[config.mk]
export PLATFORM = sky130hd
export DESIGN_NAME = stick_deadzone_conditioner
export DESIGN_NICKNAME = d
export VERILOG_FILES = /design/src/rtl/sdc_pkg.sv /design/src/rtl/sdc_div.sv /design/src/rtl/sdc_front.sv /design/src/rtl/sdc_queue.sv /design/src/rtl/sdc_back.sv /design/src/rtl/stick_deadzone_conditioner.sv
export SDC_FILE = /design/constraint.sdc
export NUM_CORES = 2
export LEC_CHECK = 0
export ABC_AREA = 1
export ABC_CLOCK_PERIOD_IN_PS = 16850
export BUFFER_PORTS_ARGS = -buffer_cell sky130_fd_sc_hd__buf_2
export CAP_MARGIN = 5
export CORE_UTILIZATION = 48
export CTS_CLUSTER_SIZE = 24
export DETAILED_ROUTE_END_ITERATION = 10
export HOLD_SLACK_MARGIN = 0.03
export PLACE_DENSITY = 0.68
export SLEW_MARGIN = 25
export SYNTH_ARGS = -nofsm -noshare
export SYNTH_HDL_FRONTEND = slang
export SYNTH_SLANG_ARGS = --single-unit
[constraint.sdc]
create_clock -name clk_i -period 16.85 [get_ports clk_i]
set_clock_uncertainty 0.1 [all_clocks]
set_input_delay 0.8425 -clock clk_i [delete_from_list [all_inputs] [get_ports clk_i]]
set_output_delay 0.8425 -clock clk_i [all_outputs]
set_load 0.005 [all_outputs]
[src/rtl/sdc_pkg.sv]
// shared types and constants for the stick dead zone conditioner
// used by every rtl file of the block but the checker, depends on nothing
`default_nettype none

package sdc_pkg;

  // fixed point, 16 fraction bits
  localparam int unsigned Q_ONE         = 65536;
  localparam int unsigned SQRT2_Q16     = 92682;
  localparam int unsigned CARD_GAIN_Q16 = 158218;
  localparam int unsigned DEFAULT_RANGE = 127;
  localparam int unsigned PLAYER_LIMIT  = 6;

  // item queue between front and back, power of two
  localparam int unsigned QUEUE_DEPTH = 2;

  // shared divider widths
  localparam int unsigned NUM_W = 48;
  localparam int unsigned DEN_W = 24;

  // configuration register indexes
  localparam int unsigned CFG_IDX_W  = 2;
  localparam int unsigned CFG_DATA_W = 7;

  typedef enum logic [CFG_IDX_W-1:0] {
    CFG_DEADZONE       = 2'd0,
    CFG_PSX_RANGE      = 2'd1,
    CFG_CAPTURE_ENABLE = 2'd2,
    CFG_PLAYER_NUMBER  = 2'd3
  } cfg_idx_e;

  typedef struct packed {
    logic [6:0] deadzone;
    logic       psx_range;
    logic       capture_enable;
    logic [2:0] player_number;
  } cfg_t;

  // one classified axis update
  typedef struct packed {
    logic              stick;
    logic signed [7:0] x;
    logic signed [7:0] y;
    logic [7:0]        ax;
    logic [7:0]        ay;
    logic [7:0]        mx;
    logic [15:0]       ss;
    logic              diag;
  } item_t;

endpackage

`default_nettype wire

[src/rtl/sdc_div.sv]
// shared restoring divider, one quotient bit a cycle, rounds half to even
// depends on sdc_pkg
`default_nettype none

module sdc_div (
  input  wire logic                     clk_i,
  input  wire logic                     rst_ni,
  input  wire logic                     start_i,
  input  wire logic [sdc_pkg::NUM_W-1:0] num_i,
  input  wire logic [sdc_pkg::DEN_W-1:0] den_i,
  output logic                          done_o,
  output logic [sdc_pkg::NUM_W-1:0]     quo_o
);

  localparam int unsigned CNT_W = $clog2(sdc_pkg::NUM_W + 1);

  typedef enum logic [1:0] {D_IDLE, D_RUN, D_ROUND} dstate_e;

  dstate_e                   state_q;
  logic [sdc_pkg::NUM_W-1:0] work_q;
  logic [sdc_pkg::DEN_W-1:0] rem_q;
  logic [sdc_pkg::DEN_W-1:0] den_q;
  logic [CNT_W-1:0]          cnt_q;
  logic [sdc_pkg::NUM_W-1:0] quo_q;
  logic                      done_q;

  logic [sdc_pkg::DEN_W:0]   rem_sh;
  logic                      ge;
  logic [sdc_pkg::DEN_W:0]   rem_n;
  logic [sdc_pkg::DEN_W:0]   twice;
  logic                      rnd_up;

  always_comb begin
    rem_sh = {rem_q, work_q[sdc_pkg::NUM_W-1]};
    ge     = rem_sh >= {1'b0, den_q};
    rem_n  = ge ? rem_sh - {1'b0, den_q} : rem_sh;
    twice  = {rem_q, 1'b0};
    rnd_up = (twice > {1'b0, den_q}) || ((twice == {1'b0, den_q}) && work_q[0]);
  end

  always_ff @(posedge clk_i or negedge rst_ni) begin
    if (!rst_ni) begin
      state_q <= D_IDLE;
      work_q  <= '0;
      rem_q   <= '0;
      den_q   <= '0;
      cnt_q   <= '0;
      quo_q   <= '0;
      done_q  <= 1'b0;
    end else begin
      done_q <= 1'b0;
      unique case (state_q)
        D_IDLE: begin
          if (start_i) begin
            work_q  <= num_i;
            den_q   <= den_i;
            rem_q   <= '0;
            cnt_q   <= CNT_W'(sdc_pkg::NUM_W);
            state_q <= D_RUN;
          end
        end
        D_RUN: begin
          rem_q  <= rem_n[sdc_pkg::DEN_W-1:0];
          work_q <= {work_q[sdc_pkg::NUM_W-2:0], ge};
          cnt_q  <= cnt_q - 1'b1;
          if (cnt_q == CNT_W'(1)) begin
            state_q <= D_ROUND;
          end
        end
        D_ROUND: begin
          // divide by zero gives zero
          if (den_q == '0) begin
            quo_q <= '0;
          end else begin
            quo_q <= work_q + sdc_pkg::NUM_W'(rnd_up);
          end
          done_q  <= 1'b1;
          state_q <= D_IDLE;
        end
        default: state_q <= D_IDLE;
      endcase
    end
  end

  assign done_o = done_q;
  assign quo_o  = quo_q;

endmodule

`default_nettype wire

[src/rtl/sdc_front.sv]
// front part: takes axis updates, keeps stick positions, classifies items
// depends on sdc_pkg
`default_nettype none

module sdc_front (
  input  wire logic              clk_i,
  input  wire logic              rst_ni,
  input  wire sdc_pkg::cfg_t     cfg_i,
  input  wire logic              in_valid_i,
  output logic                   in_stall_o,
  input  wire logic              stick_id_i,
  input  wire logic              axis_id_i,
  input  wire logic signed [7:0] offset_i,
  input  wire logic              q_full_i,
  output logic                   push_o,
  output sdc_pkg::item_t         item_o
);

  logic signed [7:0] lx_q, ly_q, rx_q, ry_q;
  logic signed [7:0] cx, cy, nx, ny;
  logic              enabled, accept;
  logic [8:0]        wx, wy;
  logic [7:0]        ax, ay, mx, mn;
  logic [12:0]       mn20, mx17;

  always_comb begin
    enabled = cfg_i.capture_enable && (cfg_i.player_number != 3'd0) &&
              (32'(cfg_i.player_number) <= sdc_pkg::PLAYER_LIMIT);
    accept  = in_valid_i && !q_full_i;
    cx = stick_id_i ? rx_q : lx_q;
    cy = stick_id_i ? ry_q : ly_q;
    nx = axis_id_i ? cx : offset_i;
    ny = axis_id_i ? offset_i : cy;
    wx = nx[7] ? 9'(-$signed({nx[7], nx})) : {1'b0, nx};
    wy = ny[7] ? 9'(-$signed({ny[7], ny})) : {1'b0, ny};
    ax = wx[7:0];
    ay = wy[7:0];
    mx = (ax > ay) ? ax : ay;
    mn = (ax > ay) ? ay : ax;
    mn20 = 13'(mn) * 13'd20;
    mx17 = 13'(mx) * 13'd17;
    item_o.stick = stick_id_i;
    item_o.x     = nx;
    item_o.y     = ny;
    item_o.ax    = ax;
    item_o.ay    = ay;
    item_o.mx    = mx;
    item_o.ss    = 16'(ax) * 16'(ax) + 16'(ay) * 16'(ay);
    item_o.diag  = (mn != 8'd0) && (mn20 >= mx17);
  end

  assign in_stall_o = q_full_i;
  assign push_o     = accept && enabled;

  always_ff @(posedge clk_i or negedge rst_ni) begin
    if (!rst_ni) begin
      lx_q <= '0;
      ly_q <= '0;
      rx_q <= '0;
      ry_q <= '0;
    end else if (push_o) begin
      if (stick_id_i) begin
        rx_q <= nx;
        ry_q <= ny;
      end else begin
        lx_q <= nx;
        ly_q <= ny;
      end
    end
  end

endmodule

`default_nettype wire

[src/rtl/sdc_queue.sv]
// short item queue between the front and the back
// depends on sdc_pkg
`default_nettype none

module sdc_queue (
  input  wire logic           clk_i,
  input  wire logic           rst_ni,
  input  wire logic           push_i,
  input  wire sdc_pkg::item_t item_i,
  input  wire logic           pop_i,
  output logic                valid_o,
  output logic                full_o,
  output sdc_pkg::item_t      item_o
);

  localparam int unsigned PTR_W = $clog2(sdc_pkg::QUEUE_DEPTH);
  localparam int unsigned CNT_W = $clog2(sdc_pkg::QUEUE_DEPTH + 1);

  sdc_pkg::item_t   mem_q [sdc_pkg::QUEUE_DEPTH];
  logic [PTR_W-1:0] wr_q, rd_q;
  logic [CNT_W-1:0] cnt_q;
  logic             do_push, do_pop;

  assign valid_o = cnt_q != '0;
  assign full_o  = cnt_q == CNT_W'(sdc_pkg::QUEUE_DEPTH);
  assign item_o  = mem_q[rd_q];
  assign do_push = push_i && !full_o;
  assign do_pop  = pop_i && valid_o;

  always_ff @(posedge clk_i) begin
    if (do_push) begin
      mem_q[wr_q] <= item_i;
    end
  end

  always_ff @(posedge clk_i or negedge rst_ni) begin
    if (!rst_ni) begin
      wr_q  <= '0;
      rd_q  <= '0;
      cnt_q <= '0;
    end else begin
      if (do_push) wr_q <= wr_q + 1'b1;
      if (do_pop)  rd_q <= rd_q + 1'b1;
      if (do_push && !do_pop) begin
        cnt_q <= cnt_q + 1'b1;
      end else if (do_pop && !do_push) begin
        cnt_q <= cnt_q - 1'b1;
      end
    end
  end

endmodule

`default_nettype wire

[src/rtl/sdc_back.sv]
// back part: learns peaks and runs the radial dead zone arithmetic
// depends on sdc_pkg and sdc_div
`default_nettype none

module sdc_back (
  input  wire logic           clk_i,
  input  wire logic           rst_ni,
  input  wire sdc_pkg::cfg_t  cfg_i,
  input  wire logic           q_valid_i,
  input  wire sdc_pkg::item_t q_item_i,
  output logic                q_pop_o,
  output logic                out_valid_o,
  input  wire logic           out_stall_i,
  output logic                out_stick_o,
  output logic signed [7:0]   out_x_o,
  output logic signed [7:0]   out_y_o
);

  typedef enum logic [4:0] {
    S_IDLE, S_SQRT, S_PEAK, S_BOX, S_CARD_MUL, S_CARD, S_MD_MUL, S_MC_MUL,
    S_RANGE, S_SC_MUL, S_SC_START, S_SC_WAIT, S_CAP_MUL, S_ADJ,
    S_X_MUL, S_X_START, S_X_WAIT, S_Y_MUL, S_Y_START, S_Y_WAIT, S_OUT
  } state_e;

  state_e            state_q;
  sdc_pkg::item_t    it_q;
  logic [47:0]       rest_q, res_q, bit_q;
  logic [23:0]       r_q;
  logic [16:0]       box_q, card_q;
  logic [7:0]        mc_q;
  logic [23:0]       md_q, range_q, wr_q, adj_q;
  logic [47:0]       t_q;
  logic [7:0]        ox_q;
  logic [47:0]       prod_q;
  logic signed [7:0] rx_q, ry_q;
  logic              out_valid_q, out_stick_q;
  logic signed [7:0] out_x_q, out_y_q;
  logic [15:0]       pds_q [2];
  logic [23:0]       pdr_q [2];
  logic [7:0]        pc_q  [2];

  logic [6:0]        dz;
  logic [13:0]       dz_sq;
  logic [7:0]        dz2;
  logic [47:0]       sq_sum;
  logic [23:0]       mul_a, mul_b;
  logic              div_start, div_done;
  logic [47:0]       div_num, div_quo;
  logic [23:0]       div_den;
  logic [16:0]       diff;
  logic [31:0]       rnd;
  logic [47:0]       rsum;
  logic [24:0]       range_w;
  logic [24:0]       cap_w;
  logic [24:0]       adj_w;
  logic [7:0]        oy_w;
  logic              big_path;

  function automatic logic [31:0] round_q16(input logic [47:0] p);
    logic [31:0] q;
    q = p[47:16];
    if ((p[15:0] > 16'h8000) || ((p[15:0] == 16'h8000) && q[0])) q = q + 32'd1;
    return q;
  endfunction

  function automatic logic signed [7:0] clamp_out(input logic neg, input logic [7:0] mag,
                                                  input logic psx);
    logic signed [9:0] v;
    logic signed [9:0] lo;
    v  = neg ? -$signed({2'b00, mag}) : $signed({2'b00, mag});
    lo = psx ? -10'sd128 : -10'sd127;
    if (v < lo) v = lo;
    else if (v > 10'sd127) v = 10'sd127;
    return v[7:0];
  endfunction

  always_comb begin
    dz       = cfg_i.deadzone;
    dz_sq    = 14'(dz) * 14'(dz);
    dz2      = {dz, 1'b0};
    sq_sum   = res_q + bit_q;
    diff     = (17'(sdc_pkg::SQRT2_Q16) > box_q) ? 17'(sdc_pkg::SQRT2_Q16) - box_q : '0;
    rnd      = round_q16(prod_q);
    // blend summed at full precision, rounded once
    rsum     = t_q + {prod_q[31:0], 16'h0000};
    range_w  = 25'(round_q16(rsum));
    cap_w    = prod_q[24:0];
    adj_w    = (25'(wr_q) < cap_w) ? 25'(wr_q) : cap_w;
    oy_w     = (div_quo[47:8] != '0) ? 8'hFF : div_quo[7:0];
    big_path = (dz > 7'd2) && (it_q.ss > 16'(dz_sq));

    mul_a = '0;
    mul_b = '0;
    case (state_q)
      S_CARD_MUL: begin mul_a = 24'(diff);                    mul_b = 24'(sdc_pkg::CARD_GAIN_Q16); end
      S_MD_MUL:   begin mul_a = 24'(17'(sdc_pkg::Q_ONE) - card_q); mul_b = md_q;               end
      S_MC_MUL:   begin mul_a = 24'(card_q);                  mul_b = 24'(mc_q);                   end
      S_SC_MUL:   begin mul_a = range_q - r_q;                mul_b = range_q;                     end
      S_CAP_MUL:  begin mul_a = 24'(box_q);                   mul_b = 24'(mc_q);                   end
      S_X_MUL:    begin mul_a = adj_q;                        mul_b = 24'(it_q.ax);                end
      S_Y_MUL:    begin mul_a = adj_q;                        mul_b = 24'(it_q.ay);                end
      default:    begin mul_a = '0;                           mul_b = '0;                          end
    endcase

    div_start = 1'b0;
    div_num   = '0;
    div_den   = '0;
    case (state_q)
      S_PEAK: begin
        div_start = big_path;
        div_num   = 48'(r_q);
        div_den   = 24'(it_q.mx);
      end
      S_SC_START: begin
        div_start = 1'b1;
        div_num   = prod_q;
        div_den   = (range_q > {1'b0, dz, 16'h0000}) ? range_q - {1'b0, dz, 16'h0000} : '0;
      end
      S_X_START, S_Y_START: begin
        div_start = 1'b1;
        div_num   = prod_q;
        div_den   = r_q;
      end
      default: div_start = 1'b0;
    endcase
  end

  assign q_pop_o = (state_q == S_IDLE) && q_valid_i;

  sdc_div u_div (
    .clk_i   (clk_i),
    .rst_ni  (rst_ni),
    .start_i (div_start),
    .num_i   (div_num),
    .den_i   (div_den),
    .done_o  (div_done),
    .quo_o   (div_quo)
  );

  // single multiplier, registered
  always_ff @(posedge clk_i) begin
    prod_q <= mul_a * mul_b;
  end

  always_ff @(posedge clk_i or negedge rst_ni) begin
    if (!rst_ni) begin
      state_q     <= S_IDLE;
      it_q        <= '0;
      rest_q      <= '0;
      res_q       <= '0;
      bit_q       <= '0;
      r_q         <= '0;
      box_q       <= '0;
      card_q      <= '0;
      mc_q        <= '0;
      md_q        <= '0;
      t_q         <= '0;
      range_q     <= '0;
      wr_q        <= '0;
      adj_q       <= '0;
      ox_q        <= '0;
      rx_q        <= '0;
      ry_q        <= '0;
      out_valid_q <= 1'b0;
      out_stick_q <= 1'b0;
      out_x_q     <= '0;
      out_y_q     <= '0;
      pds_q[0]    <= '0;
      pds_q[1]    <= '0;
      pdr_q[0]    <= '0;
      pdr_q[1]    <= '0;
      pc_q[0]     <= '0;
      pc_q[1]     <= '0;
    end else begin
      if (out_valid_q && !out_stall_i && (state_q != S_OUT)) out_valid_q <= 1'b0;
      unique case (state_q)
        S_IDLE: begin
          if (q_valid_i) begin
            it_q    <= q_item_i;
            rest_q  <= {q_item_i.ss, 32'h0};
            res_q   <= '0;
            bit_q   <= 48'h1 << 46;
            state_q <= S_SQRT;
          end
        end
        S_SQRT: begin
          // each step consumes two radicand bits and settles a result bit
          if (bit_q != '0) begin
            if (rest_q >= sq_sum) begin
              rest_q <= rest_q - sq_sum;
              res_q  <= (res_q >> 1) + bit_q;
            end else begin
              res_q <= res_q >> 1;
            end
            bit_q <= bit_q >> 2;
          end else begin
            r_q     <= res_q[23:0] + 24'(rest_q > res_q);
            state_q <= S_PEAK;
          end
        end
        S_PEAK: begin
          if (it_q.diag && (it_q.ss > pds_q[it_q.stick])) begin
            pds_q[it_q.stick] <= it_q.ss;
            pdr_q[it_q.stick] <= r_q;
          end
          if (it_q.mx > pc_q[it_q.stick]) pc_q[it_q.stick] <= it_q.mx;
          if (dz <= 7'd2) begin
            if ((dz != 7'd0) && (8'(dz) >= it_q.mx)) begin
              rx_q <= '0;
              ry_q <= '0;
            end else begin
              rx_q <= it_q.x;
              ry_q <= it_q.y;
            end
            state_q <= S_OUT;
          end else if (!big_path) begin
            rx_q    <= '0;
            ry_q    <= '0;
            state_q <= S_OUT;
          end else begin
            state_q <= S_BOX;
          end
        end
        S_BOX: begin
          if (div_done) begin
            box_q   <= div_quo[16:0];
            mc_q    <= (pc_q[it_q.stick] > dz2) ? pc_q[it_q.stick]
                                                : 8'(sdc_pkg::DEFAULT_RANGE);
            md_q    <= (pdr_q[it_q.stick] > {dz2, 16'h0000}) ? pdr_q[it_q.stick]
                                                : {8'(sdc_pkg::DEFAULT_RANGE), 16'h0000};
            state_q <= S_CARD_MUL;
          end
        end
        S_CARD_MUL: state_q <= S_CARD;
        S_CARD: begin
          card_q  <= (rnd > sdc_pkg::Q_ONE) ? 17'(sdc_pkg::Q_ONE) : rnd[16:0];
          state_q <= S_MD_MUL;
        end
        S_MD_MUL: state_q <= S_MC_MUL;
        S_MC_MUL: begin
          // keep the diagonal share unrounded
          t_q     <= prod_q;
          state_q <= S_RANGE;
        end
        S_RANGE: begin
          range_q <= range_w[23:0];
          if (range_w[23:0] > r_q) begin
            state_q <= S_SC_MUL;
          end else begin
            wr_q    <= range_w[23:0];
            state_q <= S_CAP_MUL;
          end
        end
        S_SC_MUL:   state_q <= S_SC_START;
        S_SC_START: state_q <= S_SC_WAIT;
        S_SC_WAIT: begin
          if (div_done) begin
            wr_q    <= (div_quo < 48'(range_q)) ? range_q - div_quo[23:0] : '0;
            state_q <= S_CAP_MUL;
          end
        end
        S_CAP_MUL: state_q <= S_ADJ;
        S_ADJ: begin
          // scaled radius above the input radius: raw position passes
          if (adj_w > 25'(r_q)) begin
            rx_q    <= it_q.x;
            ry_q    <= it_q.y;
            state_q <= S_OUT;
          end else begin
            adj_q   <= adj_w[23:0];
            state_q <= S_X_MUL;
          end
        end
        S_X_MUL:   state_q <= S_X_START;
        S_X_START: state_q <= S_X_WAIT;
        S_X_WAIT: begin
          if (div_done) begin
            ox_q    <= oy_w;
            state_q <= S_Y_MUL;
          end
        end
        S_Y_MUL:   state_q <= S_Y_START;
        S_Y_START: state_q <= S_Y_WAIT;
        S_Y_WAIT: begin
          if (div_done) begin
            rx_q    <= clamp_out(it_q.x[7], ox_q, cfg_i.psx_range);
            ry_q    <= clamp_out(it_q.y[7], oy_w, cfg_i.psx_range);
            state_q <= S_OUT;
          end
        end
        S_OUT: begin
          if (!out_valid_q || !out_stall_i) begin
            out_valid_q <= 1'b1;
            out_stick_q <= it_q.stick;
            out_x_q     <= rx_q;
            out_y_q     <= ry_q;
            state_q     <= S_IDLE;
          end
        end
        default: state_q <= S_IDLE;
      endcase
    end
  end

  assign out_valid_o = out_valid_q;
  assign out_stick_o = out_stick_q;
  assign out_x_o     = out_x_q;
  assign out_y_o     = out_y_q;

endmodule

`default_nettype wire

[src/rtl/stick_deadzone_conditioner.sv]
// per item: the square root always runs; a dead zone of 2 or less or a position inside the zone
// then goes to the output, else the full radial rescale runs (up to four divides on the shared divider)
// the back side takes a new item only after handing the last one to its output register
// a two-entry queue lets the input side keep taking items while the back side works
// reset: asynchronous active low, clears config, stick positions, peaks and all handshakes
// depends on sdc_pkg, sdc_front, sdc_queue, sdc_back
`default_nettype none

module stick_deadzone_conditioner (
  input  wire logic                          clk_i,
  input  wire logic                          rst_ni,
  // configuration write channel
  input  wire logic                          cfg_valid_i,
  output logic                               cfg_ready_o,
  input  wire logic [sdc_pkg::CFG_IDX_W-1:0] cfg_index_i,
  input  wire logic [sdc_pkg::CFG_DATA_W-1:0] cfg_data_i,
  // axis update input
  input  wire logic                          in_valid_i,
  output logic                               in_stall_o,
  input  wire logic                          stick_id_i,
  input  wire logic                          axis_id_i,
  input  wire logic signed [7:0]             offset_i,
  // conditioned position output
  output logic                               out_valid_o,
  input  wire logic                          out_stall_i,
  output logic                               out_stick_o,
  output logic signed [7:0]                  out_x_o,
  output logic signed [7:0]                  out_y_o
);

  sdc_pkg::cfg_t  cfg_q;
  logic           q_push, q_pop, q_valid, q_full;
  sdc_pkg::item_t push_item, pop_item;

  // registers are always writable; a transfer happens when valid is high
  assign cfg_ready_o = 1'b1;

  always_ff @(posedge clk_i or negedge rst_ni) begin
    if (!rst_ni) begin
      cfg_q <= '0;
    end else if (cfg_valid_i && cfg_ready_o) begin
      unique case (sdc_pkg::cfg_idx_e'(cfg_index_i))
        sdc_pkg::CFG_DEADZONE:       cfg_q.deadzone       <= cfg_data_i[6:0];
        sdc_pkg::CFG_PSX_RANGE:      cfg_q.psx_range      <= cfg_data_i[0];
        sdc_pkg::CFG_CAPTURE_ENABLE: cfg_q.capture_enable <= cfg_data_i[0];
        sdc_pkg::CFG_PLAYER_NUMBER:  cfg_q.player_number  <= cfg_data_i[2:0];
        default:                     cfg_q                <= cfg_q;
      endcase
    end
  end

  // front: position update and classification, drops items when not grabbed
  sdc_front u_front (
    .clk_i      (clk_i),
    .rst_ni     (rst_ni),
    .cfg_i      (cfg_q),
    .in_valid_i (in_valid_i),
    .in_stall_o (in_stall_o),
    .stick_id_i (stick_id_i),
    .axis_id_i  (axis_id_i),
    .offset_i   (offset_i),
    .q_full_i   (q_full),
    .push_o     (q_push),
    .item_o     (push_item)
  );

  // every queued item produces exactly one result
  sdc_queue u_queue (
    .clk_i   (clk_i),
    .rst_ni  (rst_ni),
    .push_i  (q_push),
    .item_i  (push_item),
    .pop_i   (q_pop),
    .valid_o (q_valid),
    .full_o  (q_full),
    .item_o  (pop_item)
  );

  // back: sqrt, peak learning, dead zone rescale, output register
  sdc_back u_back (
    .clk_i       (clk_i),
    .rst_ni      (rst_ni),
    .cfg_i       (cfg_q),
    .q_valid_i   (q_valid),
    .q_item_i    (pop_item),
    .q_pop_o     (q_pop),
    .out_valid_o (out_valid_o),
    .out_stall_i (out_stall_i),
    .out_stick_o (out_stick_o),
    .out_x_o     (out_x_o),
    .out_y_o     (out_y_o)
  );

endmodule

`default_nettype wire

==> flow_summary.yaml <==
worst_setup_path:
  critical_path_required_ps: 17390
  end_kind: "flip-flop"
  setup.worst_path.start_class: "flip-flop"
  cp_max_fo: 37
  worst-path-buf-inv: 13
  r2r-start: "u_back.state_q[4]$_DFFE_PN0P_"
  path_delay_family: "adder cells"
  cp.depth: 35
  stage_delay_of_the_slowest_cell_on_the_critical_path_ps: 690
  regToRegSetupSlack_ps: 6860
  crit_path_top_delay_cell: "sky130_fd_sc_hd__inv_1"
  timing.critical_path.mode_cell: "sky130_fd_sc_hd__inv_1"
  timing.critical_path.from: "u_back.state_q[4]$_DFFE_PN0P_"
  worst_r2r_endpoint: "u_back.prod_q[43]$_DFF_P_"
  criticalPathCategory: "flip-flop to flip-flop"
  r2r.worst_path.cells: 35
  cp.arrival_ps: 10530
  critical_path.endpoint: "u_back.prod_q[43]$_DFF_P_"
flow_run:
  max_cap_violations: 0
route:
  drt_iter0_markers: 7320
  detail_route.vias_per_cell: 5.74
  post_drt_wl_per_cell_um: 22.9
  dr_total_vias: 74800
  detail_route.drc_violations: 0
  routed_wirelength_mm: 299
  firstDrtPassIters: 6
  drt.antenna.violating_nets: 0
sta:
  post-route-period-util: 0.593
  timing.final.max_slew_violations: 0
  setup_total_negative_slack_ps: 0
  hold_viol: 0
  finalSetupViolCount: 0
  slew_at_the_pin_closest_to_its_max_slew_limit_ps: 1090
  fmaxAchievable_mhz: 100
  max-slew-margin-rel: 0.266
  grt_setup_unrepaired: "false"
  finalCriticalPeriod_ps: 9990
synth:
  ys.warnings.count: 0
  ys_top_cells_by_area: "sky130_fd_sc_hd__dfrtp_1, sky130_fd_sc_hd__fa_1, sky130_fd_sc_hd__ha_1"
  synthDominantAreaCellType: "sky130_fd_sc_hd__dfrtp_1"
  synthArstFlopShare: 0.819
  synth_cell_type_count: 88
  ys.flop_type: "sky130_fd_sc_hd__dfrtp_1"
  synthesis.instances: 10700
  synthDominantCellAreaShare: 0.218
  synth-seq-cells: 882
  synth_enable_flop_cells: 112
  synthesis.area_um2: 82900
  mean_post_synth_cell_area_um2: 7.74
  synth.yosys.seq_area_share: 0.270
finish:
  area_growth_pct: 7.65
  final_cells: 13000
  multiInputGateArea_um2: 52300
  share_of_post_route_cells_with_drive_strength_above_1: 0.0561
  area_occupied_by_registers_um2: 22400
  filler_cell_count: 16700
  postLayoutCoreUtil: 0.520
  final_nets: 11900
floorplan:
  rows: 152
  initial_core_util: 0.483
  die_w_um: 418
  num_io_pins: 44
  dieHeight_um: 418
  design.core.area_um2: 172000
  fp.dieArea_um2: 174000
clock_network:
  cts_made_buffers: 105
  clock_path_buffers: 3
  clockRootBuffer: "sky130_fd_sc_hd__clkbuf_16"
  cts-htree-levels: 3
  clk_pin_slew_ps: 70
  clock_latency_ps: 800
  numClockSinks: 882
  post_cts_hold_buffer_count: 0
  postCtsResizedCells: 0
  postCtsSetupRepairBufs: 0
  cts_tree: "yes"
place:
  place_congestion: 1.03
  dp.cells: 12800
  i_o_buffers: 42
  hpwl_mm: 236
pwr:
  peakVddDrop_v: 0.000744
  p_leak_nw: 44.0
  cellPowerDensity_nw_per_um2: 114
outcome:
  status: "finished, final reports clean"
global_routing:
  first_global_vias: 73200
  grt-ovfl-total: 0
  gr-usage-all-layers: 0.341
  grt_antenna_before_repair: 5
  global_route_wire_length_before_repair_mm: 451
  largest_net_degree_at_the_start_of_global_routing: 149
min_path:
  hold_class: "input port to asynchronous set/reset pin"
==> cell families (layout without fill, tap and decap cells) <==
| group | count (synthesis) | after routing | synth area share |
|---|---|---|---|
| muxes | 45 | 45 | 0.00568 |
| AOI/OAI and AO/OA | 2003 | 2003 | 0.138 |
| other | 2 | 19 | 0.0000906 |
| adders and majority gates | 1280 | 1280 | 0.246 |
| DFF | 882 | 882 | 0.270 |
| buffers and inverters | 2150 | 2154 | 0.101 |
| and+or+nand+nor | 4034 | 4034 | 0.204 |
| xor gates and xnor gates | 312 | 312 | 0.0341 |
==> power breakdown <==
group | internal (W) | switching (W) | leakage [nW]
Combinational | 0.00186 | 0.00303 | 30.8
Sequential | 0.00271 | 0.0000403 | 11.4
Clock | 0.00150 | 0.00103 | 1.86
==> registers in the layout, summed over array words and instances (netlist names), 12 cells and up <==
name,cells
u_back.u_div.work_q,48
u_back.box_q,17
u_back.u_div.rem_q,24
u_back.card_q,17
u_back.it_q,56
u_back.prod_q,48
u_back.rest_q,48
u_back.wr_q,24
u_back.range_q,24
u_back.pdr_q,48
u_back.pc_q,16
u_back.bit_q,24
u_back.pds_q,32
u_back.t_q,40
u_back.r_q,24
u_back.u_div.den_q,24
u_back.adj_q,24
u_queue.mem_q,112
u_back.res_q,48
cfg_q,12
u_back.u_div.quo_o,48
u_back.md_q,24
==> cell usage after synthesis, drive strengths merged, types with 31 or more instances <==
cell type	instances
nand2	2310
inv	1814
nor2	945
o21ai	868
dfrtp	722
ha	700
fa	580
a21oi	563
nand3	409
xor2	217
clkbuf	195
buf	139
nor3	122
o22ai	120
edfxtp	112
nand4	105
a31oi	102
xnor2	95
o211ai	70
o221ai	66
nor4	60
dfxtp	48
o21a	34
or2	34
a21o	31
o31ai	31
==> stage by stage <==
| stage | total power (W) | worst slack [ps] | hold slack (ps) | cell area, µm² |
|---|---|---|---|---|
| floorplan | 0.00633 | 8810 | 345 | 82900 |
| global placement | 0.00744 | 6130 | 360 | 85300 |
| detailed placement | 0.00759 | 6580 | 368 | 85300 |
| CTS | 0.0102 | 6530 | 39.5 | 89200 |
| global route | 0.0109 | 6450 | 100 | 89200 |
| finish | 0.0102 | 6860 | 47.9 | 89200 |
==> cells in the final DEF, fill, tap and decap left out, types with 70 or more instances in the layout <==
master,instances
sky130_fd_sc_hd__buf_4,92
sky130_fd_sc_hd__dfrtp_1,720
sky130_fd_sc_hd__clkbuf_16,107
sky130_fd_sc_hd__nand4_1,103
sky130_fd_sc_hd__a21oi_1,560
sky130_fd_sc_hd__nand2_1,2258
sky130_fd_sc_hd__o21ai_0,787
sky130_fd_sc_hd__nor3_1,113
sky130_fd_sc_hd__edfxtp_1,112
sky130_fd_sc_hd__xnor2_1,94
sky130_fd_sc_hd__o22ai_1,113
sky130_fd_sc_hd__a31oi_1,102
sky130_fd_sc_hd__inv_1,1756
sky130_fd_sc_hd__o211ai_1,70
sky130_fd_sc_hd__nand3_1,394
sky130_fd_sc_hd__xor2_1,208
sky130_fd_sc_hd__nor2_1,891
sky130_fd_sc_hd__fa_1,580
sky130_fd_sc_hd__ha_1,700
==> worst min path at each step <==
| stage | start | to | slack (ps) | cells after the start |
|---|---|---|---|---|
| after floorplan | u_back.ry_q[5]$_DFFE_PN0P_ | u_back.ry_q[5]$_DFFE_PN0P_ | 340 | 2 |
| after global placement | u_front.ly_q[4]$_DFFE_PN0P_ | u_front.ly_q[4]$_DFFE_PN0P_ | 360 | 2 |
| after detailed placement | u_back.pc_q[0]$_DFFE_PN0P_ | u_back.pc_q[0]$_DFFE_PN0P_ | 370 | 2 |
| after CTS | rst_ni | u_back.range_q[21]$_DFFE_PN0P_ | 40 | 1 |
| after global routing | rst_ni | u_back.u_div.work_q[10]$_DFFE_PN0P_ | 100 | 1 |
| final | rst_ni | u_back.u_div.quo_o[7]$_DFFE_PN0P_ | 50 | 1 |
==> metal layers <==
metal	vias up	wire (µm)	global-route usage
li1	34500	-	-
met1	36100	118000	0.432
met2	3401	135000	0.539
met3	801	24700	0.0651
met4	2	21300	0.209
met5	-	13	0.000278
==> final cells by class <==
type,instances,share of cell area
multi-input cells,7688,0.586
flip-flops and latches,882,0.251
inverters,1816,0.0765
clock buffers,143,0.0332
well taps,2310,0.0324
repair buffers,138,0.0111
clock inverters,57,0.00979
diodes,5,0.000140
Note: power is estimated with default switching activity, not from simulation.
